[src/rtl/rbe_pkg.sv]
// Shared constants, codes and controller/datapath signal groups for the RLE byte stream encoder.
package rbe_pkg;

    // Block format limits
    localparam int LIT_MAX = 64;
    localparam int LIT_AW  = 6;
    localparam int LIT_CW  = 7;
    localparam int RUN_MIN = 3;
    localparam int RUN_MAX = 255 - LIT_MAX + RUN_MIN;

    localparam logic [7:0]        RUN_HDR_OFS  = 8'(LIT_MAX - RUN_MIN);
    localparam logic [7:0]        RUN_LAST_INC = 8'(RUN_MAX - 1);
    localparam logic [7:0]        RUN_START    = 8'(RUN_MIN);
    localparam logic [LIT_CW-1:0] LIT_FILL_AT  = LIT_CW'(LIT_MAX - 1);

    // Source of an emitted byte
    typedef enum logic [1:0] {
        BSEL_RUN_HDR,
        BSEL_RUN_VAL,
        BSEL_LIT_HDR,
        BSEL_LIT_DATA
    } rbe_bsel_t;

    // Source of a byte appended to the literal buffer
    typedef enum logic [1:0] {
        LSRC_BYTE,
        LSRC_LA0,
        LSRC_LA1
    } rbe_lsrc_t;

    // Controller to datapath
    typedef struct packed {
        logic      load;
        logic      run_inc;
        logic      force_set;
        logic      force_clr;
        logic      run_start;
        logic      run_clear;
        logic      add_lit;
        rbe_lsrc_t lit_src;
        logic      la_shift;
        logic      la_push;
        logic      emit;
        rbe_bsel_t byte_sel;
        logic      flush_first;
        logic      flush_next;
        logic      lit_clr;
        logic      push_final;
        logic      frame_clr;
    } rbe_cmd_t;

    // Datapath to controller
    typedef struct packed {
        logic       item_last;
        logic       in_run;
        logic       run_match;
        logic       run_full;
        logic       force_lit;
        logic [1:0] la_cnt;
        logic       triple;
        logic       lit_empty;
        logic       lit_fill;
        logic       flush_last;
        logic       emit_ok;
        logic       out_free;
        logic       pk_empty;
    } rbe_stat_t;

endpackage

[src/rtl/rbe_if.sv]
// Valid/ready channel interfaces for raw input bytes and packed output words.
interface rbe_in_if;
    logic       valid;
    logic       ready;
    logic [7:0] in_byte;
    logic       frame_last;

    modport source (output valid, output in_byte, output frame_last, input ready);
    modport sink   (input valid, input in_byte, input frame_last, output ready);
endinterface

interface rbe_out_if;
    logic        valid;
    logic        ready;
    logic [31:0] out_word;
    logic [2:0]  byte_count;
    logic        last_of_input;
    logic        frame_end;

    modport source (output valid, output out_word, output byte_count,
                    output last_of_input, output frame_end, input ready);
    modport sink   (input valid, input out_word, input byte_count,
                    input last_of_input, input frame_end, output ready);
endinterface

[src/rtl/rbe_datapath.sv]
// Encoder datapath: run and lookahead state, literal buffer memory, word packer, output register.
module rbe_datapath (
    input  logic               clk,
    input  logic               rst_n,
    input  rbe_pkg::rbe_cmd_t  cmd,
    output rbe_pkg::rbe_stat_t stat,
    input  logic [7:0]         in_byte,
    input  logic               frame_last,
    output logic               out_valid,
    input  logic               out_ready,
    output logic [31:0]        out_word,
    output logic [2:0]         byte_count,
    output logic               last_of_input,
    output logic               frame_end
);
    import rbe_pkg::*;

    logic [7:0]        item_byte_reg;
    logic              item_last_reg;
    logic [7:0]        la0_reg;
    logic [7:0]        la1_reg;
    logic [1:0]        la_cnt_reg;
    logic              in_run_reg;
    logic [7:0]        run_value_reg;
    logic [7:0]        run_length_reg;
    logic              force_reg;
    logic [LIT_CW-1:0] lit_count_reg;
    logic [7:0]        lit_mem [LIT_MAX];
    logic [7:0]        rd_data_reg;
    logic [LIT_AW-1:0] idx_reg;
    logic [LIT_AW-1:0] rd_addr;
    logic [7:0]        lit_wdata;
    logic [7:0]        emit_byte;
    logic [31:0]       pk_word_reg;
    logic [31:0]       pk_word_next;
    logic [2:0]        pk_cnt_reg;
    logic              pk_full;
    logic              push_word;
    logic              out_free;
    logic              out_valid_reg;
    logic [31:0]       out_word_reg;
    logic [2:0]        out_cnt_reg;
    logic              out_loi_reg;
    logic              out_fe_reg;

    // Item capture at accept
    always_ff @(posedge clk)
    begin
        if (cmd.load)
        begin
            item_byte_reg <= in_byte;
            item_last_reg <= frame_last;
        end
    end

    // Run, force-literal and lookahead count state
    always_ff @(posedge clk or negedge rst_n)
    begin
        if (!rst_n)
        begin
            in_run_reg     <= 1'b0;
            run_value_reg  <= '0;
            run_length_reg <= '0;
            force_reg      <= 1'b0;
            la_cnt_reg     <= '0;
        end
        else if (cmd.frame_clr)
        begin
            in_run_reg     <= 1'b0;
            run_value_reg  <= '0;
            run_length_reg <= '0;
            force_reg      <= 1'b0;
            la_cnt_reg     <= '0;
        end
        else
        begin
            if (cmd.run_start)
            begin
                in_run_reg     <= 1'b1;
                run_value_reg  <= la0_reg;
                run_length_reg <= RUN_START;
                la_cnt_reg     <= '0;
            end
            else if (cmd.run_clear)
            begin
                in_run_reg     <= 1'b0;
                run_length_reg <= '0;
            end
            else if (cmd.run_inc)
            begin
                run_length_reg <= run_length_reg + 8'd1;
            end

            if (cmd.la_push)
                la_cnt_reg <= la_cnt_reg + 2'd1;

            if (cmd.force_set)
                force_reg <= 1'b1;
            else if (cmd.force_clr)
                force_reg <= 1'b0;
        end
    end

    // Lookahead bytes
    always_ff @(posedge clk)
    begin
        if (cmd.la_push)
        begin
            if (la_cnt_reg[0])
                la1_reg <= item_byte_reg;
            else
                la0_reg <= item_byte_reg;
        end
        else if (cmd.la_shift)
        begin
            la0_reg <= la1_reg;
            la1_reg <= item_byte_reg;
        end
    end

    // Literal count
    always_ff @(posedge clk or negedge rst_n)
    begin
        if (!rst_n)
            lit_count_reg <= '0;
        else if (cmd.lit_clr)
            lit_count_reg <= '0;
        else if (cmd.add_lit)
            lit_count_reg <= lit_count_reg + LIT_CW'(1);
    end

    // Literal write data select
    always_comb
    begin
        unique case (cmd.lit_src)
            LSRC_BYTE: lit_wdata = item_byte_reg;
            LSRC_LA0:  lit_wdata = la0_reg;
            LSRC_LA1:  lit_wdata = la1_reg;
            default:   lit_wdata = item_byte_reg;
        endcase
    end

    assign rd_addr = cmd.flush_first ? '0 : idx_reg + LIT_AW'(1);

    // Literal buffer: one write port, one registered read port
    always_ff @(posedge clk)
    begin
        if (cmd.add_lit)
            lit_mem[lit_count_reg[LIT_AW-1:0]] <= lit_wdata;
        if (cmd.flush_first || cmd.flush_next)
            rd_data_reg <= lit_mem[rd_addr];
    end

    // Flush read index
    always_ff @(posedge clk)
    begin
        if (cmd.flush_first)
            idx_reg <= '0;
        else if (cmd.flush_next)
            idx_reg <= idx_reg + LIT_AW'(1);
    end

    // Emitted byte select
    always_comb
    begin
        unique case (cmd.byte_sel)
            BSEL_RUN_HDR:  emit_byte = run_length_reg + RUN_HDR_OFS;
            BSEL_RUN_VAL:  emit_byte = run_value_reg;
            BSEL_LIT_HDR:  emit_byte = 8'(lit_count_reg - LIT_CW'(1));
            BSEL_LIT_DATA: emit_byte = rd_data_reg;
            default:       emit_byte = rd_data_reg;
        endcase
    end

    // Word packer: a full word leaves only when a fifth byte arrives or the request ends
    assign pk_full   = (pk_cnt_reg == 3'd4);
    assign out_free  = !out_valid_reg || out_ready;
    assign push_word = (cmd.emit && pk_full) || cmd.push_final;

    always_comb
    begin
        pk_word_next = pk_word_reg;
        if (pk_full || pk_cnt_reg == 3'd0)
        begin
            pk_word_next = {24'd0, emit_byte};
        end
        else
        begin
            for (int i = 0; i < 4; i++)
            begin
                if (pk_cnt_reg[1:0] == 2'(i))
                    pk_word_next[i*8 +: 8] = emit_byte;
            end
        end
    end

    always_ff @(posedge clk)
    begin
        if (cmd.emit)
            pk_word_reg <= pk_word_next;
    end

    always_ff @(posedge clk or negedge rst_n)
    begin
        if (!rst_n)
            pk_cnt_reg <= '0;
        else if (cmd.emit)
            pk_cnt_reg <= pk_full ? 3'd1 : pk_cnt_reg + 3'd1;
        else if (cmd.push_final)
            pk_cnt_reg <= '0;
    end

    // Output register
    always_ff @(posedge clk or negedge rst_n)
    begin
        if (!rst_n)
            out_valid_reg <= 1'b0;
        else if (push_word)
            out_valid_reg <= 1'b1;
        else if (out_ready)
            out_valid_reg <= 1'b0;
    end

    always_ff @(posedge clk)
    begin
        if (push_word)
        begin
            out_word_reg <= pk_word_reg;
            out_cnt_reg  <= pk_cnt_reg;
            out_loi_reg  <= cmd.push_final;
            out_fe_reg   <= cmd.push_final && item_last_reg;
        end
    end

    assign out_valid     = out_valid_reg;
    assign out_word      = out_word_reg;
    assign byte_count    = out_cnt_reg;
    assign last_of_input = out_loi_reg;
    assign frame_end     = out_fe_reg;

    // Status to controller
    always_comb
    begin
        stat.item_last  = item_last_reg;
        stat.in_run     = in_run_reg;
        stat.run_match  = (item_byte_reg == run_value_reg);
        stat.run_full   = (run_length_reg == RUN_LAST_INC);
        stat.force_lit  = force_reg;
        stat.la_cnt     = la_cnt_reg;
        stat.triple     = (la_cnt_reg == 2'd2) && (la0_reg == la1_reg)
                          && (la1_reg == item_byte_reg);
        stat.lit_empty  = (lit_count_reg == '0);
        stat.lit_fill   = (lit_count_reg == LIT_FILL_AT);
        stat.flush_last = (({1'b0, idx_reg} + LIT_CW'(1)) == lit_count_reg);
        stat.emit_ok    = !pk_full || out_free;
        stat.out_free   = out_free;
        stat.pk_empty   = (pk_cnt_reg == 3'd0);
    end

endmodule

[src/rtl/rbe_ctrl.sv]
// Encoder controller: sequences classification, run and literal block output for each request.
module rbe_ctrl (
    input  logic               clk,
    input  logic               rst_n,
    input  logic               in_valid,
    output logic               in_ready,
    output rbe_pkg::rbe_cmd_t  cmd,
    input  rbe_pkg::rbe_stat_t stat
);
    import rbe_pkg::*;

    typedef enum logic [3:0] {
        S_IDLE,
        S_DECIDE,
        S_RUN_HDR,
        S_RUN_VAL,
        S_ADD_B,
        S_END_CHECK,
        S_END_LA0,
        S_END_LA1,
        S_FLUSH_HDR,
        S_FLUSH_LIT,
        S_STEP_END
    } state_t;

    state_t state_reg;
    state_t state_next;
    state_t ret_reg;
    state_t ret_next;
    state_t done_st;

    always_ff @(posedge clk or negedge rst_n)
    begin
        if (!rst_n)
        begin
            state_reg <= S_IDLE;
            ret_reg   <= S_IDLE;
        end
        else
        begin
            state_reg <= state_next;
            ret_reg   <= ret_next;
        end
    end

    assign in_ready = (state_reg == S_IDLE);

    // Next state and commands
    always_comb
    begin
        cmd        = '0;
        state_next = state_reg;
        ret_next   = ret_reg;
        done_st    = stat.item_last ? S_END_CHECK : S_IDLE;

        unique case (state_reg)
            S_IDLE:
            begin
                if (in_valid)
                begin
                    cmd.load   = 1'b1;
                    state_next = S_DECIDE;
                end
            end

            // Classify the new byte
            S_DECIDE:
            begin
                if (stat.in_run)
                begin
                    if (stat.run_match)
                    begin
                        cmd.run_inc = 1'b1;
                        if (stat.run_full)
                        begin
                            cmd.force_set = 1'b1;
                            ret_next      = S_END_CHECK;
                            state_next    = S_RUN_HDR;
                        end
                        else
                        begin
                            state_next = done_st;
                        end
                    end
                    else
                    begin
                        ret_next   = S_ADD_B;
                        state_next = S_RUN_HDR;
                    end
                end
                else if (stat.force_lit)
                begin
                    cmd.force_clr = 1'b1;
                    cmd.add_lit   = 1'b1;
                    cmd.lit_src   = LSRC_BYTE;
                    if (stat.lit_fill)
                    begin
                        ret_next   = S_END_CHECK;
                        state_next = S_FLUSH_HDR;
                    end
                    else
                    begin
                        state_next = done_st;
                    end
                end
                else if (stat.la_cnt == 2'd2)
                begin
                    if (stat.triple)
                    begin
                        cmd.run_start = 1'b1;
                        ret_next      = S_END_CHECK;
                        state_next    = S_FLUSH_HDR;
                    end
                    else
                    begin
                        cmd.add_lit  = 1'b1;
                        cmd.lit_src  = LSRC_LA0;
                        cmd.la_shift = 1'b1;
                        if (stat.lit_fill)
                        begin
                            ret_next   = S_END_CHECK;
                            state_next = S_FLUSH_HDR;
                        end
                        else
                        begin
                            state_next = done_st;
                        end
                    end
                end
                else
                begin
                    cmd.la_push = 1'b1;
                    state_next  = done_st;
                end
            end

            // Run block: header then value
            S_RUN_HDR:
            begin
                cmd.byte_sel = BSEL_RUN_HDR;
                if (stat.emit_ok)
                begin
                    cmd.emit   = 1'b1;
                    state_next = S_RUN_VAL;
                end
            end

            S_RUN_VAL:
            begin
                cmd.byte_sel = BSEL_RUN_VAL;
                if (stat.emit_ok)
                begin
                    cmd.emit      = 1'b1;
                    cmd.run_clear = 1'b1;
                    state_next    = ret_reg;
                end
            end

            // Byte that broke a run becomes a literal
            S_ADD_B:
            begin
                cmd.add_lit = 1'b1;
                cmd.lit_src = LSRC_BYTE;
                ret_next    = S_END_CHECK;
                state_next  = stat.lit_fill ? S_FLUSH_HDR : S_END_CHECK;
            end

            // Request end: on a frame's last byte close run, drain lookahead, flush literals
            S_END_CHECK:
            begin
                if (!stat.item_last)
                begin
                    state_next = S_STEP_END;
                end
                else if (stat.in_run)
                begin
                    ret_next   = S_END_LA0;
                    state_next = S_RUN_HDR;
                end
                else
                begin
                    state_next = S_END_LA0;
                end
            end

            S_END_LA0:
            begin
                if (stat.la_cnt != 2'd0)
                begin
                    cmd.add_lit = 1'b1;
                    cmd.lit_src = LSRC_LA0;
                    ret_next    = S_END_LA1;
                    state_next  = stat.lit_fill ? S_FLUSH_HDR : S_END_LA1;
                end
                else
                begin
                    ret_next   = S_STEP_END;
                    state_next = S_FLUSH_HDR;
                end
            end

            S_END_LA1:
            begin
                if (stat.la_cnt == 2'd2)
                begin
                    cmd.add_lit = 1'b1;
                    cmd.lit_src = LSRC_LA1;
                end
                ret_next   = S_STEP_END;
                state_next = S_FLUSH_HDR;
            end

            // Literal block: header then buffered bytes
            S_FLUSH_HDR:
            begin
                cmd.byte_sel = BSEL_LIT_HDR;
                if (stat.lit_empty)
                begin
                    state_next = ret_reg;
                end
                else if (stat.emit_ok)
                begin
                    cmd.emit        = 1'b1;
                    cmd.flush_first = 1'b1;
                    state_next      = S_FLUSH_LIT;
                end
            end

            S_FLUSH_LIT:
            begin
                cmd.byte_sel = BSEL_LIT_DATA;
                if (stat.emit_ok)
                begin
                    cmd.emit = 1'b1;
                    if (stat.flush_last)
                    begin
                        cmd.lit_clr = 1'b1;
                        state_next  = ret_reg;
                    end
                    else
                    begin
                        cmd.flush_next = 1'b1;
                    end
                end
            end

            // Send the partial word that closes this request
            S_STEP_END:
            begin
                if (stat.pk_empty)
                begin
                    cmd.frame_clr = stat.item_last;
                    state_next    = S_IDLE;
                end
                else if (stat.out_free)
                begin
                    cmd.push_final = 1'b1;
                    cmd.frame_clr  = stat.item_last;
                    state_next     = S_IDLE;
                end
            end

            default:
            begin
                state_next = S_IDLE;
            end
        endcase
    end

endmodule

[src/rtl/rle_byte_stream_encoder.sv]
// Top level of the run-length byte stream encoder.
//
// src_bytes carries one raw byte per request, with frame_last on the final
// byte of a frame. enc_words carries the encoded stream packed into 32-bit
// words, first byte in bits 7:0, byte_count valid bytes; last_of_input marks
// the final word caused by one input byte, frame_end the final word of a frame.
// An input byte that produces no word is only accepted and classified.
// A byte that sends blocks also steps through the run and literal block states;
// buffered literal bytes leave the literal buffer one per cycle while enc_words
// does not stall, through its single registered read port; a full literal block is 65 bytes.
// A word enters the output register once the request's fifth encoded byte is
// produced, and the closing word after the request's last encoded byte.
// src_bytes is ready only between requests.
// Reset clears the run, lookahead and literal counts and the output register;
// the literal buffer needs no clearing. When enc_words stalls, the encoder
// holds at the next encoded byte once a full word waits in the packer, and at
// the end of the request, until the output register frees up.
module rle_byte_stream_encoder (
    input  logic     clk,
    input  logic     rst_n,
    rbe_in_if.sink   src_bytes,
    rbe_out_if.source enc_words
);
    import rbe_pkg::*;

    rbe_cmd_t  cmd;
    rbe_stat_t stat;
    logic      ready;

    rbe_ctrl u_ctrl (
        .clk      (clk),
        .rst_n    (rst_n),
        .in_valid (src_bytes.valid),
        .in_ready (ready),
        .cmd      (cmd),
        .stat     (stat)
    );

    rbe_datapath u_datapath (
        .clk           (clk),
        .rst_n         (rst_n),
        .cmd           (cmd),
        .stat          (stat),
        .in_byte       (src_bytes.in_byte),
        .frame_last    (src_bytes.frame_last),
        .out_valid     (enc_words.valid),
        .out_ready     (enc_words.ready),
        .out_word      (enc_words.out_word),
        .byte_count    (enc_words.byte_count),
        .last_of_input (enc_words.last_of_input),
        .frame_end     (enc_words.frame_end)
    );

    assign src_bytes.ready = ready;

endmodule
[src/flat_wrapper.sv]
// flat-port wrapper written by rule: the top's interface ports become plain ports
module rle_byte_stream_encoder_flat import rbe_pkg::*;
  (clk, rst_n, src_bytes_valid, src_bytes_in_byte, src_bytes_frame_last, src_bytes_ready, enc_words_valid, enc_words_out_word, enc_words_byte_count, enc_words_last_of_input, enc_words_frame_end, enc_words_ready);
  rbe_in_if src_bytes_i ();
  rbe_out_if enc_words_i ();
  input  logic clk;
  input  logic rst_n;
  input wire logic [$bits(src_bytes_i.valid)-1:0] src_bytes_valid;
  input wire logic [$bits(src_bytes_i.in_byte)-1:0] src_bytes_in_byte;
  input wire logic [$bits(src_bytes_i.frame_last)-1:0] src_bytes_frame_last;
  output wire logic [$bits(src_bytes_i.ready)-1:0] src_bytes_ready;
  output wire logic [$bits(enc_words_i.valid)-1:0] enc_words_valid;
  output wire logic [$bits(enc_words_i.out_word)-1:0] enc_words_out_word;
  output wire logic [$bits(enc_words_i.byte_count)-1:0] enc_words_byte_count;
  output wire logic [$bits(enc_words_i.last_of_input)-1:0] enc_words_last_of_input;
  output wire logic [$bits(enc_words_i.frame_end)-1:0] enc_words_frame_end;
  input wire logic [$bits(enc_words_i.ready)-1:0] enc_words_ready;
  assign src_bytes_i.valid = src_bytes_valid;
  assign src_bytes_i.in_byte = src_bytes_in_byte;
  assign src_bytes_i.frame_last = src_bytes_frame_last;
  assign src_bytes_ready = src_bytes_i.ready;
  assign enc_words_valid = enc_words_i.valid;
  assign enc_words_out_word = enc_words_i.out_word;
  assign enc_words_byte_count = enc_words_i.byte_count;
  assign enc_words_last_of_input = enc_words_i.last_of_input;
  assign enc_words_frame_end = enc_words_i.frame_end;
  assign enc_words_i.ready = enc_words_ready;
  rle_byte_stream_encoder u_core (.clk(clk), .rst_n(rst_n), .src_bytes(src_bytes_i), .enc_words(enc_words_i));
endmodule
[config.mk]
export PLATFORM = sky130hd
export DESIGN_NAME = rle_byte_stream_encoder_flat
export DESIGN_NICKNAME = d
export VERILOG_FILES = /design/src/rtl/rbe_pkg.sv /design/src/rtl/rbe_if.sv /design/src/rtl/rbe_datapath.sv /design/src/rtl/rbe_ctrl.sv /design/src/rtl/rle_byte_stream_encoder.sv /design/src/flat_wrapper.sv
export SDC_FILE = /design/constraint.sdc
export NUM_CORES = 1
export LEC_CHECK = 0
export BUFFER_PORTS_ARGS = -buffer_cell sky130_fd_sc_hd__buf_2
export CAP_MARGIN = 15
export CORE_ASPECT_RATIO = 0.9
export CORE_MARGIN = 5
export CORE_UTILIZATION = 50
export DETAILED_ROUTE_END_ITERATION = 8
export GPL_ROUTABILITY_DRIVEN = 0
export PLACE_DENSITY_LB_ADDON = 0.15
export SETUP_SLACK_MARGIN = 0.02
export SLEW_MARGIN = 15
export SYNTH_ARGS = -nofsm -noshare
export SYNTH_HDL_FRONTEND = slang
export SYNTH_HIERARCHICAL = 1
export SYNTH_SLANG_ARGS = --single-unit
[constraint.sdc]
create_clock -name clk -period 5.45 [get_ports clk]
set_input_delay 0.8175 -clock clk [delete_from_list [all_inputs] [get_ports clk]]
set_output_delay 0.8175 -clock clk [all_outputs]
set_load 0.02 [all_outputs]
==> results.yml, run 1 <==
status:
  status: "finished clean"
critical_path:
  r2r_cells: 10
  rr_endpoint: "u_core/u_datapath/rd_data_reg[0]"
  cp-start-kind: "register"
  reg2reg_slack_ns: 0.52
  crit_path_max_incr_delay_ns: 0.74
  crit_type: "reg2reg"
  worst_ep_arrival_time_ns: 5.29
  path_cells: "or3_1 -> nor4b_1 -> nor2_1 -> and3_1 -> buf_4 -> nand2b_1 -> or2_2 -> o22ai_1 -> a211oi_1 -> o41ai_1"
  cp_max_fo: 25
  endpoint_kind: "register"
  cp_slowest_cell: "nor4b_1"
  required_ns: 5.81
  setup.worst_path.start: "u_core/u_datapath/lit_count_reg[5]"
  r2r-start: "u_core/u_datapath/lit_count_reg[5]"
timing:
  period_share_pct: 90.44
  worst_pin_slew_ns: 1.212
  setup_violations: 0
  fin_skew_ns: 0.02920
  max_freq_mhz: 202.9
  final.min_clock_period_ns: 4.929
  holdWs_ns: 0.3893
  finalHoldViolations: 0
  relSlewSlack_pct: 18.88
  report.final.slew_viol_count: 0
  setup_ws_ns: 0.5208
  rsz0062_at_grt: "false"
layout:
  layout-drive-gt1-share_pct: 18.62
  fin_nets: 1813
  fill_cells: 4155
  final_cell_area_sq_um: 30690
  largest_register_ffs: 512
  area_delta_synth_final_pct: 11.51
  n_antenna_cell: 0
power_and_ir_drop:
  p_per_area_nw_per_um2: 523.2
  irDropWorstVdd_mv: 0.2941
  power_leakage_nw: 9.911
  power_mw: 16.06
die:
  coreArea_sq_um: 54420
  die_h_um: 232.6
  die-area_sq_um: 59850
  initial_core_util_pct: 50.57
  io_pins: 52
  num_rows: 81
  dieWidth_um: 257.3
cts:
  cts_setup_buffers: 0
  numCtsBuffers: 68
  root_buffer: "clkbuf_16"
  clk_latency_ns: 0.61
  cts_tree: "built"
  clk_pin_slew_worst_paths_ns: 0.06
  clkSinkCount: 659
  clock_path_buffers: 3
  post_cts_resize_count: 0
  cts_htree_levels: 3
  cts_hold_buf: 0
logic_synthesis:
  syn_nets: 1758
  post-synth-top-count-cell: "edfxtp_1"
  ys_async_sr_fraction_pct: 5.918
  synth_enable_flop_cells: 614
  netlist_top_cells_area: "edfxtp_1 67%, mux4_2 5.7%, dfrtp_1 3.5%, nor2_1 1.7%, nand2_1 1.6%"
  synthesis.area_sq_um: 27520
  yosysTopAreaCellShare_pct: 66.99
  synth.cells.most_frequent: "614 x edfxtp_1, 127 x nor2_1, 117 x nand2_1"
  synth_area_per_cell_sq_um: 15.90
  yosys_warnings: 6
  synth.yosys.seq_area_share_pct: 70.97
  synth.distinct_cells: 79
  synth_top_area_cell: "edfxtp_1"
  syn_inst: 1731
  ys.flop_type: "edfxtp_1"
  ys_ff_latch: 659
routing:
  viasPerCell: 6.186
  drc: 0
  num_vias: 15730
  avgRoutedWirePerCell_um: 26.15
  first_iter_violations: 1707
  ant_nets: 0
  finalWirelength_um: 66480
  drtPass1Iterations: 5
min_path:
  hold_path.class: "in2async"
placement:
  dp_slack_ns: 0.6213
  port_buffers: 51
  postPlaceCellArea_sq_um: 28560
  dp_hpwl_um: 42720
global_route:
  antenna_found_initial: 0
  grt_util_all_layers_pct: 22.08
  grt_max_degree: 69
  grt_pass1_vias: 15180
  grt_pass1_wl_um: 99370
  grt-ovfl-total: 0
flow_run:
  cap_violations: 0
## worst max-delay path, delay by kind of cell (launching register included)
| family | cells | cell delay [ns] |
|---|---|---|
| buffers and inverters | 1 | 0.33 |
| AND/OR/NAND/NOR | 6 | 2.92 |
| flip-flops | 1 | 0.50 |
| AO/OA/AOI/OAI | 3 | 0.93 |
## routing by layer
layer  part of all wire (%)  up-vias  global-route usage (%)
met3                    7.4      119                   4.546
met2                     45      613                   32.80
li1                       -     6921                       -
met1                     45     8072                   33.24
met5                      0        -                       0
met4                    2.9        0                   6.957
## cell type report
cell class	count	area [sq um]	area share [%]
clock buffers	79	1795	5.850
clock inverters	42	329.1	1.072
inverters	21	78.83	0.2568
multi-input cells	944	7443	24.25
flip-flops and latches	659	19540	63.66
well taps	705	882.1	2.874
repair buffers	92	625.6	2.038
## metrics by stage
stage                     util, %  std cells  TNS (ns)
after floorplan                 -       1731    -44.97
after global placement      52.48       2421         0
after detailed placement    52.48       2421         0
after CTS                   56.38       2542         0
after global routing        56.39       2542         0
final                       56.39       2542         0
## worst max-delay path by stage
stage	end
after floorplan	u_core/u_datapath/lit_mem[0][1]
after global placement	u_core/u_datapath/rd_data_reg[7]
after detailed placement	u_core/u_datapath/rd_data_reg[7]
after CTS	u_core/u_datapath/rd_data_reg[7]
after global routing	u_core/u_datapath/rd_data_reg[7]
final	u_core/u_datapath/rd_data_reg[0]
## where the power goes
group          switching (mW)  leakage [nW]  internal (mW)
Combinational            3.16          2.81           1.65
Clock                    1.91          1.04           2.52
Sequential              0.331          6.06           6.49
Total                    5.40          9.91           10.7
## logic make-up after synthesis
logic type | Yosys count | synth area share (%)
muxes | 145 | 8.728
and+or+nand+nor | 480 | 8.815
DFF | 659 | 70.97
xor gates and xnor gates | 44 | 1.455
buffers and inverters | 128 | 2.441
adders and majority gates | 14 | 0.6364
AOI/OAI and AO/OA | 261 | 6.955
## cells in the final DEF (no fill, tap or decap), drive strengths merged, types with 10 or more instances in the layout
master	n
inv	25
ha	14
nor3b	13
nand3	43
nand2b	11
or3	13
nand4	23
dfrtp	39
nand2	117
xor2	23
edfxtp	614
clkinv	32
o22ai	18
and3	31
mux2	39
a22oi	10
clkbuf	79
a221oi	19
mux4	70
nor3	24
nor2	128
buf	92
xnor2	21
a31oi	16
o41ai	16
a21oi	48
nor2b	32
mux2i	36
o21ai	36
a211oi	27
Note: power is estimated with default switching activity, not from simulation.
==> run 2: changes to the inputs <==
==> constraint.sdc (replaced) <==
create_clock -name clk -period 5.45 [get_ports clk]
set_input_delay 0.2725 -clock clk [delete_from_list [all_inputs] [get_ports clk]]
set_output_delay 0.2725 -clock clk [all_outputs]
set_load 0.02 [all_outputs]
==> run 2 against run 1 <==
  * Fmax rose by 0.99%
  * Critical endpoint is now u_core/u_datapath/rd_data_reg[7]
  * Flip-flop and latch count did not move
  * Combinational power barely moved
  * Non-clock buffer count rose by 10
  * Sequential share of layout area fell by 0.29 points
  * Global-route usage rose by 0.19 points
  * Via count rose by 0.82%
  * Largest cell class unchanged
==> results.yml, run 2 (synthesis gave the netlist of run 1 again) <==
status:
  status: "finished clean"
layout:
  final_core_util_pct: 56.65
  final_cell_mix: "614 x edfxtp_1, 124 x nor2_1, 117 x nand2_1"
  layout-drive-gt1-share_pct: 17.98
  layout_commonest_cell: "edfxtp_1"
  largest_register_ffs: 512
  area_delta_synth_final_pct: 12.01
  fin_nets: 1822
  n_antenna_cell: 0
  final_cell_area_sq_um: 30830
routing:
  first_iter_violations: 1556
  ant_nets: 0
  drc: 0
  viasPerCell: 6.215
  finalWirelength_um: 67070
  num_vias: 15850
  avgRoutedWirePerCell_um: 26.29
  drtPass1Iterations: 6
timing:
  period_share_pct: 89.56
  holdWs_ns: 0.06418
  report.final.slew_viol_count: 0
  worst_pin_slew_ns: 1.174
  final.min_clock_period_ns: 4.881
  setup_violations: 0
  max_freq_mhz: 204.9
  fin_skew_ns: 0.02183
  rsz0062_at_grt: "false"
  relSlewSlack_pct: 21.42
  finalHoldViolations: 0
die:
  initial_core_util_pct: 50.57
  num_rows: 81
  dieWidth_um: 257.3
  die-area_sq_um: 59850
  die_h_um: 232.6
  io_pins: 52
  coreArea_sq_um: 54420
global_route:
  grt-busiest-layer: "met2"
  antenna_found_initial: 0
  grt_use_met3_pct: 6.131
  grt_max_degree: 69
  grt_pass1_vias: 15300
  grt_pass1_wl_um: 99800
  grtUsageMet1_pct: 32.58
  grt_util_all_layers_pct: 22.27
  grt-ovfl-total: 0
  use_met2_pct: 33.12
cts:
  clkSinkCount: 659
  root_buffer: "clkbuf_16"
  clk_pin_slew_worst_paths_ns: 0.06
  clk_latency_ns: 0.61
  numCtsBuffers: 67
  cts_htree_levels: 3
  cts_tree: "built"
  clock_path_buffers: 3
  post_cts_resize_count: 0
flow_run:
  cap_violations: 0
power_and_ir_drop:
  irDropWorstVdd_mv: 0.3271
  swShare_pct: 33.30
  power_leakage_nw: 9.961
  pwr-share-seq_pct: 42.1
  intPower_mw: 10.81
  power_mw: 16.20
  p_per_area_nw_per_um2: 525.4
  power.clock.fraction_pct: 28.1
  p_sw_mw: 5.395
  pwr-share-comb_pct: 29.8
critical_path:
  crit_type: "reg2reg"
  worst_ep_arrival_time_ns: 5.19
  endpoint_kind: "register"
  cp_max_fo: 25
  required_ns: 5.76
  cp-start-kind: "register"
  crit_path_max_incr_delay_ns: 0.77
  cp_common_cell: "o41ai_1"
  path_cells: "or3_1 -> nor4b_1 -> nor2_1 -> and3_1 -> buf_4 -> a31o_2 -> a221oi_1 -> a21oi_1 -> o41ai_1 -> o41ai_1"
  cp_slowest_cell: "o41ai_1"
placement:
  postPlaceCellArea_sq_um: 28560
  port_buffers: 51
  dp_hpwl_um: 43030
min_path:
  hold_path.class: "in2reg"
run 2: metal layers:
| layer | part of all wire [%] | routed length (um) |
|---|---|---|
| met2 | 45 | 30230 |
| met3 | 9.1 | 6082 |
| met4 | 3.1 | 2057 |
| met5 | 0 | 0 |
| met1 | 43 | 28700 |
run 2: final timing paths:
kind	start	cells after the start	slack, ns	end
max reg2reg	u_core/u_datapath/lit_count_reg[5]	10	0.57	u_core/u_datapath/rd_data_reg[7]
max in group asynchronous	rst_n	2	4.47	u_core/u_datapath/lit_count_reg[2]
max	u_core/u_datapath/lit_count_reg[5]	10	0.57	u_core/u_datapath/rd_data_reg[7]
min in group asynchronous	rst_n	2	0.36	u_core/u_ctrl/state_reg[3]
min	enc_words_ready	3	0.06	u_core/u_datapath/out_valid
min reg2reg	u_core/u_datapath/pk_word_reg[10]	0	0.42	u_core/u_datapath/out_word[10]
run 2: cell type report:
type                            instances  area, sq um
Fill cell                            4153        23590
Sequential cell                       659        19540
Multi-Input combinational cell        944         7443
Clock buffer                           89         1833
Tap cell                              705        882.1
Timing Repair Buffer                  102        725.7
Clock inverter                         31        330.3
Inverter                               21        78.83
run 2: worst max-delay path, delay by kind of cell, from the launching register on:
kind | cells | cell delay [ns]
compound gates | 5 | 1.90
simple gates | 4 | 1.85
flops | 1 | 0.50
buf+inv | 1 | 0.33
run 2: metrics by stage:
| step | cells | setup WS, ns | TNS (ns) |
|---|---|---|---|
| 6_report | 2551 | 0.5689 | 0 |
| 3_3_place_gp | 2421 | 0.7842 | 0 |
| 4_1_cts | 2551 | 0.6519 | 0 |
| 3_5_place_dp | 2421 | 0.6702 | 0 |
| 2_1_floorplan | 1731 | -0.1076 | -44.97 |
| 5_1_grt | 2551 | 0.3149 | 0 |
run 2: power groups by stage:
| stage | clock (mW) | sequential (mW) | combinational [mW] |
|---|---|---|---|
| 2_1_floorplan | 0 | 6.82 | 3.30 |
| 3_3_place_gp | 0 | 6.90 | 4.70 |
| 3_5_place_dp | 0 | 6.91 | 4.77 |
| 4_1_cts | 4.64 | 6.81 | 4.80 |
| 5_1_grt | 4.86 | 6.86 | 5.18 |
| 6_report | 4.55 | 6.82 | 4.83 |
run 2: repair_timing:
item                                   4_1_cts  5_1_grt
hold buffers                                10        0
setup buffers                                0        0
endpoints found under the hold margin       48        0
==> run 3: changes to the inputs <==
Settings changed: ABC_AREA set to 1.
==> run 3 against run 2 <==
  * Routed wire length increased by 12%
  * Non-clock buffer count decreased by 8
  * Count of clock-buffer cells in the layout increased by 2
  * Die area increased by 6.9%
  * Fmax increased by 14%
  * Global-route usage increased by 1.3 points
  * Largest cell class unchanged
  * Critical path type unchanged
  * Final area increased by 6.3%
==> results.yml, run 3 <==
status:
  status: "finished clean"
timing:
  rsz0062_at_grt: "false"
  final.min_clock_period_ns: 4.265
  finalSetupTns_ns: 0
  fin_skew_ns: 0.01626
  period_share_pct: 78.26
  report.final.slew_viol_count: 0
  relSlewSlack_pct: 24.99
  worst_pin_slew_ns: 1.117
  finalHoldViolations: 0
  max_freq_mhz: 234.5
  setup_violations: 0
  holdWs_ns: 0.2649
  setup_ws_ns: 1.185
die:
  num_rows: 84
  initial_core_util_pct: 50.50
  die-area_sq_um: 63980
  coreArea_sq_um: 58440
  die_h_um: 240.5
  dieWidth_um: 266.1
  io_pins: 52
placement:
  postPlaceCellArea_sq_um: 30460
  placed_cells: 3648
  dp_hpwl_um: 45960
  dp_slack_ns: 1.241
  port_buffers: 51
global_route:
  grt-ovfl-total: 0
  grt_max_degree: 114
  grt_pass1_wl_um: 116200
  antenna_found_initial: 0
  grt_pass1_vias: 19790
  grt_util_all_layers_pct: 23.52
logic_synthesis:
  synth.yosys.seq_area_share_pct: 66.20
  yosys_warnings: 6
  synth_top_area_cell: "edfxtp_1"
  syn_nets: 2938
  synth_enable_flop_cells: 614
  synthesis.area_sq_um: 29510
  synth.cells.most_frequent: "614 x edfxtp_1, 609 x nand2_1, 517 x inv_1"
  ys_async_sr_fraction_pct: 5.918
  yosysTopAreaCellShare_pct: 62.48
  post-synth-top-count-cell: "edfxtp_1"
  ys_ff_latch: 659
  ys.flop_type: "edfxtp_1"
  synth_area_per_cell_sq_um: 10.14
  synth.distinct_cells: 45
  syn_inst: 2911
  netlist_top_cells_area: "edfxtp_1 62%, nand3_1 8.2%, nand2_1 7.7%, inv_1 6.6%, nor2_1 3.4%"
critical_path:
  setup.worst_path.start: "u_core/u_datapath/lit_count_reg[4]"
  cp-start-kind: "register"
  worst_ep_arrival_time_ns: 4.62
  cp_max_fo: 85
  crit_type: "reg2reg"
  cp_common_cell: "nand3_1"
  reg2reg_slack_ns: 1.18
  cp_slowest_cell: "nor2_8"
  path_cells: "inv_1 -> nand2_1 -> nor2_1 -> clkinv_1 -> nor2_1 -> inv_1 -> nand2_1 -> nor2_1 -> buf_4 -> nor2_8 -> buf_12 -> nand2_1 -> nand3_1 -> nand3_1 -> nand3_1 -> nand3_1 -> nand3_1 -> nand2_1"
  crit_path_max_incr_delay_ns: 0.70
  crit_end: "u_core/u_datapath/rd_data_reg[7]"
  r2r-start: "u_core/u_datapath/lit_count_reg[4]"
  rr_endpoint: "u_core/u_datapath/rd_data_reg[7]"
  r2r_cells: 18
  endpoint_kind: "register"
  required_ns: 5.80
cts:
  clk_latency_ns: 0.60
  cts_htree_levels: 3
  numCtsBuffers: 70
  clk_pin_slew_worst_paths_ns: 0.06
  clock_path_buffers: 3
  root_buffer: "clkbuf_16"
  cts_tree: "built"
  clkSinkCount: 659
routing:
  drtPass1Iterations: 6
  ant_nets: 0
  wl_met3_um: 6217
  viasPerCell: 5.469
  num_vias: 20710
  top_layer: "met4"
  first_iter_violations: 2316
  drc: 0
  wl_met1_um: 32730
  finalWirelength_um: 75290
  avgRoutedWirePerCell_um: 19.89
  wl_met2_um: 34140
layout:
  fin_nets: 2985
  final_core_util_pct: 56.07
  largest_register_ffs: 512
  layout-drive-gt1-share_pct: 7.404
  area_delta_synth_final_pct: 11.04
  n_antenna_cell: 0
  final_cell_area_sq_um: 32770
  fin_cells: 3786
  layout_commonest_cell: "edfxtp_1"
  final_cell_mix: "614 x edfxtp_1, 609 x nand2_1, 517 x inv_1"
flow_run:
  cap_violations: 0
power_and_ir_drop:
  power_leakage_nw: 13.55
  irDropWorstVdd_mv: 0.5113
  intPower_mw: 11.31
  pwr-share-comb_pct: 40.6
  power.clock.fraction_pct: 23.4
  swShare_pct: 41.55
  pwr-share-seq_pct: 36.0
  p_sw_mw: 8.038
  p_per_area_nw_per_um2: 590.4
  power_mw: 19.34
min_path:
  hold_path.class: "in2reg"
==> run 3: cell count changes after synthesis, sizes merged, moves of 36 or more <==
cell   previous run  this run
o21ai            36        78
mux2             39         0
nand2           117       615
buf              69       110
mux2i            36         0
nand3            43       482
nor2            128       277
inv              21       527
mux4             70         0
==> run 3: metal layers <==
metal  vias to the layer above  track usage (%)
met4                         0            7.238
met3                       160            3.909
met1                      9966            34.62
li1                       9643                -
met5                         -                0
met2                       938            36.38
==> run 3: layout make-up <==
type | count | area [sq um]
tap | 774 | 968.4
sequential | 659 | 19540
clock inverter | 35 | 299.0
timing repair buffer | 94 | 668.1
multi-input combinational | 1603 | 7436
inverter | 530 | 1997
fill | 4993 | 25670
clock buffer | 91 | 1862
==> run 3: cell families after synthesis <==
| family | after synthesis | synth area share, % |
|---|---|---|
| DFF | 659 | 66.20 |
| and+or+nand+nor | 1420 | 20.72 |
| xor gates and xnor gates | 25 | 0.7420 |
| buffers and inverters | 649 | 9.040 |
| adders and majority gates | 14 | 0.5936 |
| AOI/OAI and AO/OA | 144 | 2.705 |
==> run 3: worst max-delay path, delay by kind of cell (launching register included) <==
family        cells  cell delay [ns]
simple gates     13             2.36
flops             1             0.44
buf+inv           5             1.13
==> run 3: repair_timing <==
item                      in CTS  in global routing
buffers inserted               0                  0
hold endpoints to repair      49                  0
hold buffers                  11                  0
gates resized for setup        0                  0
==> run 3: worst min path at each step <==
| stage | to | depth (start not counted) | slack [ns] | from |
|---|---|---|---|---|
| 3_3_place_gp | u_core/u_datapath/out_word[2] | 0 | 0.40 | u_core/u_datapath/pk_word_reg[2] |
| 6_report | u_core/u_datapath/item_last_reg | 4 | 0.26 | src_bytes_valid |
| 3_5_place_dp | u_core/u_datapath/out_word[16] | 0 | 0.40 | u_core/u_datapath/pk_word_reg[16] |
| 2_1_floorplan | u_core/u_ctrl/ret_reg[0] | 0 | -0.02 | rst_n |
| 5_1_grt | u_core/u_datapath/item_byte_reg[6] | 4 | 0.27 | src_bytes_valid |
| 4_1_cts | u_core/u_ctrl/state_reg[1] | 7 | 0.23 | src_bytes_valid |
==> run 3: power by group through the flow <==
stage	clock, mW	combinational (mW)	sequential [mW]
global route	4.85	8.54	7.00
CTS	4.62	7.79	6.96
finish	4.53	7.84	6.97
floorplan	0	5.27	6.97
detailed placement	0	7.76	7.06
global placement	0	7.68	7.05
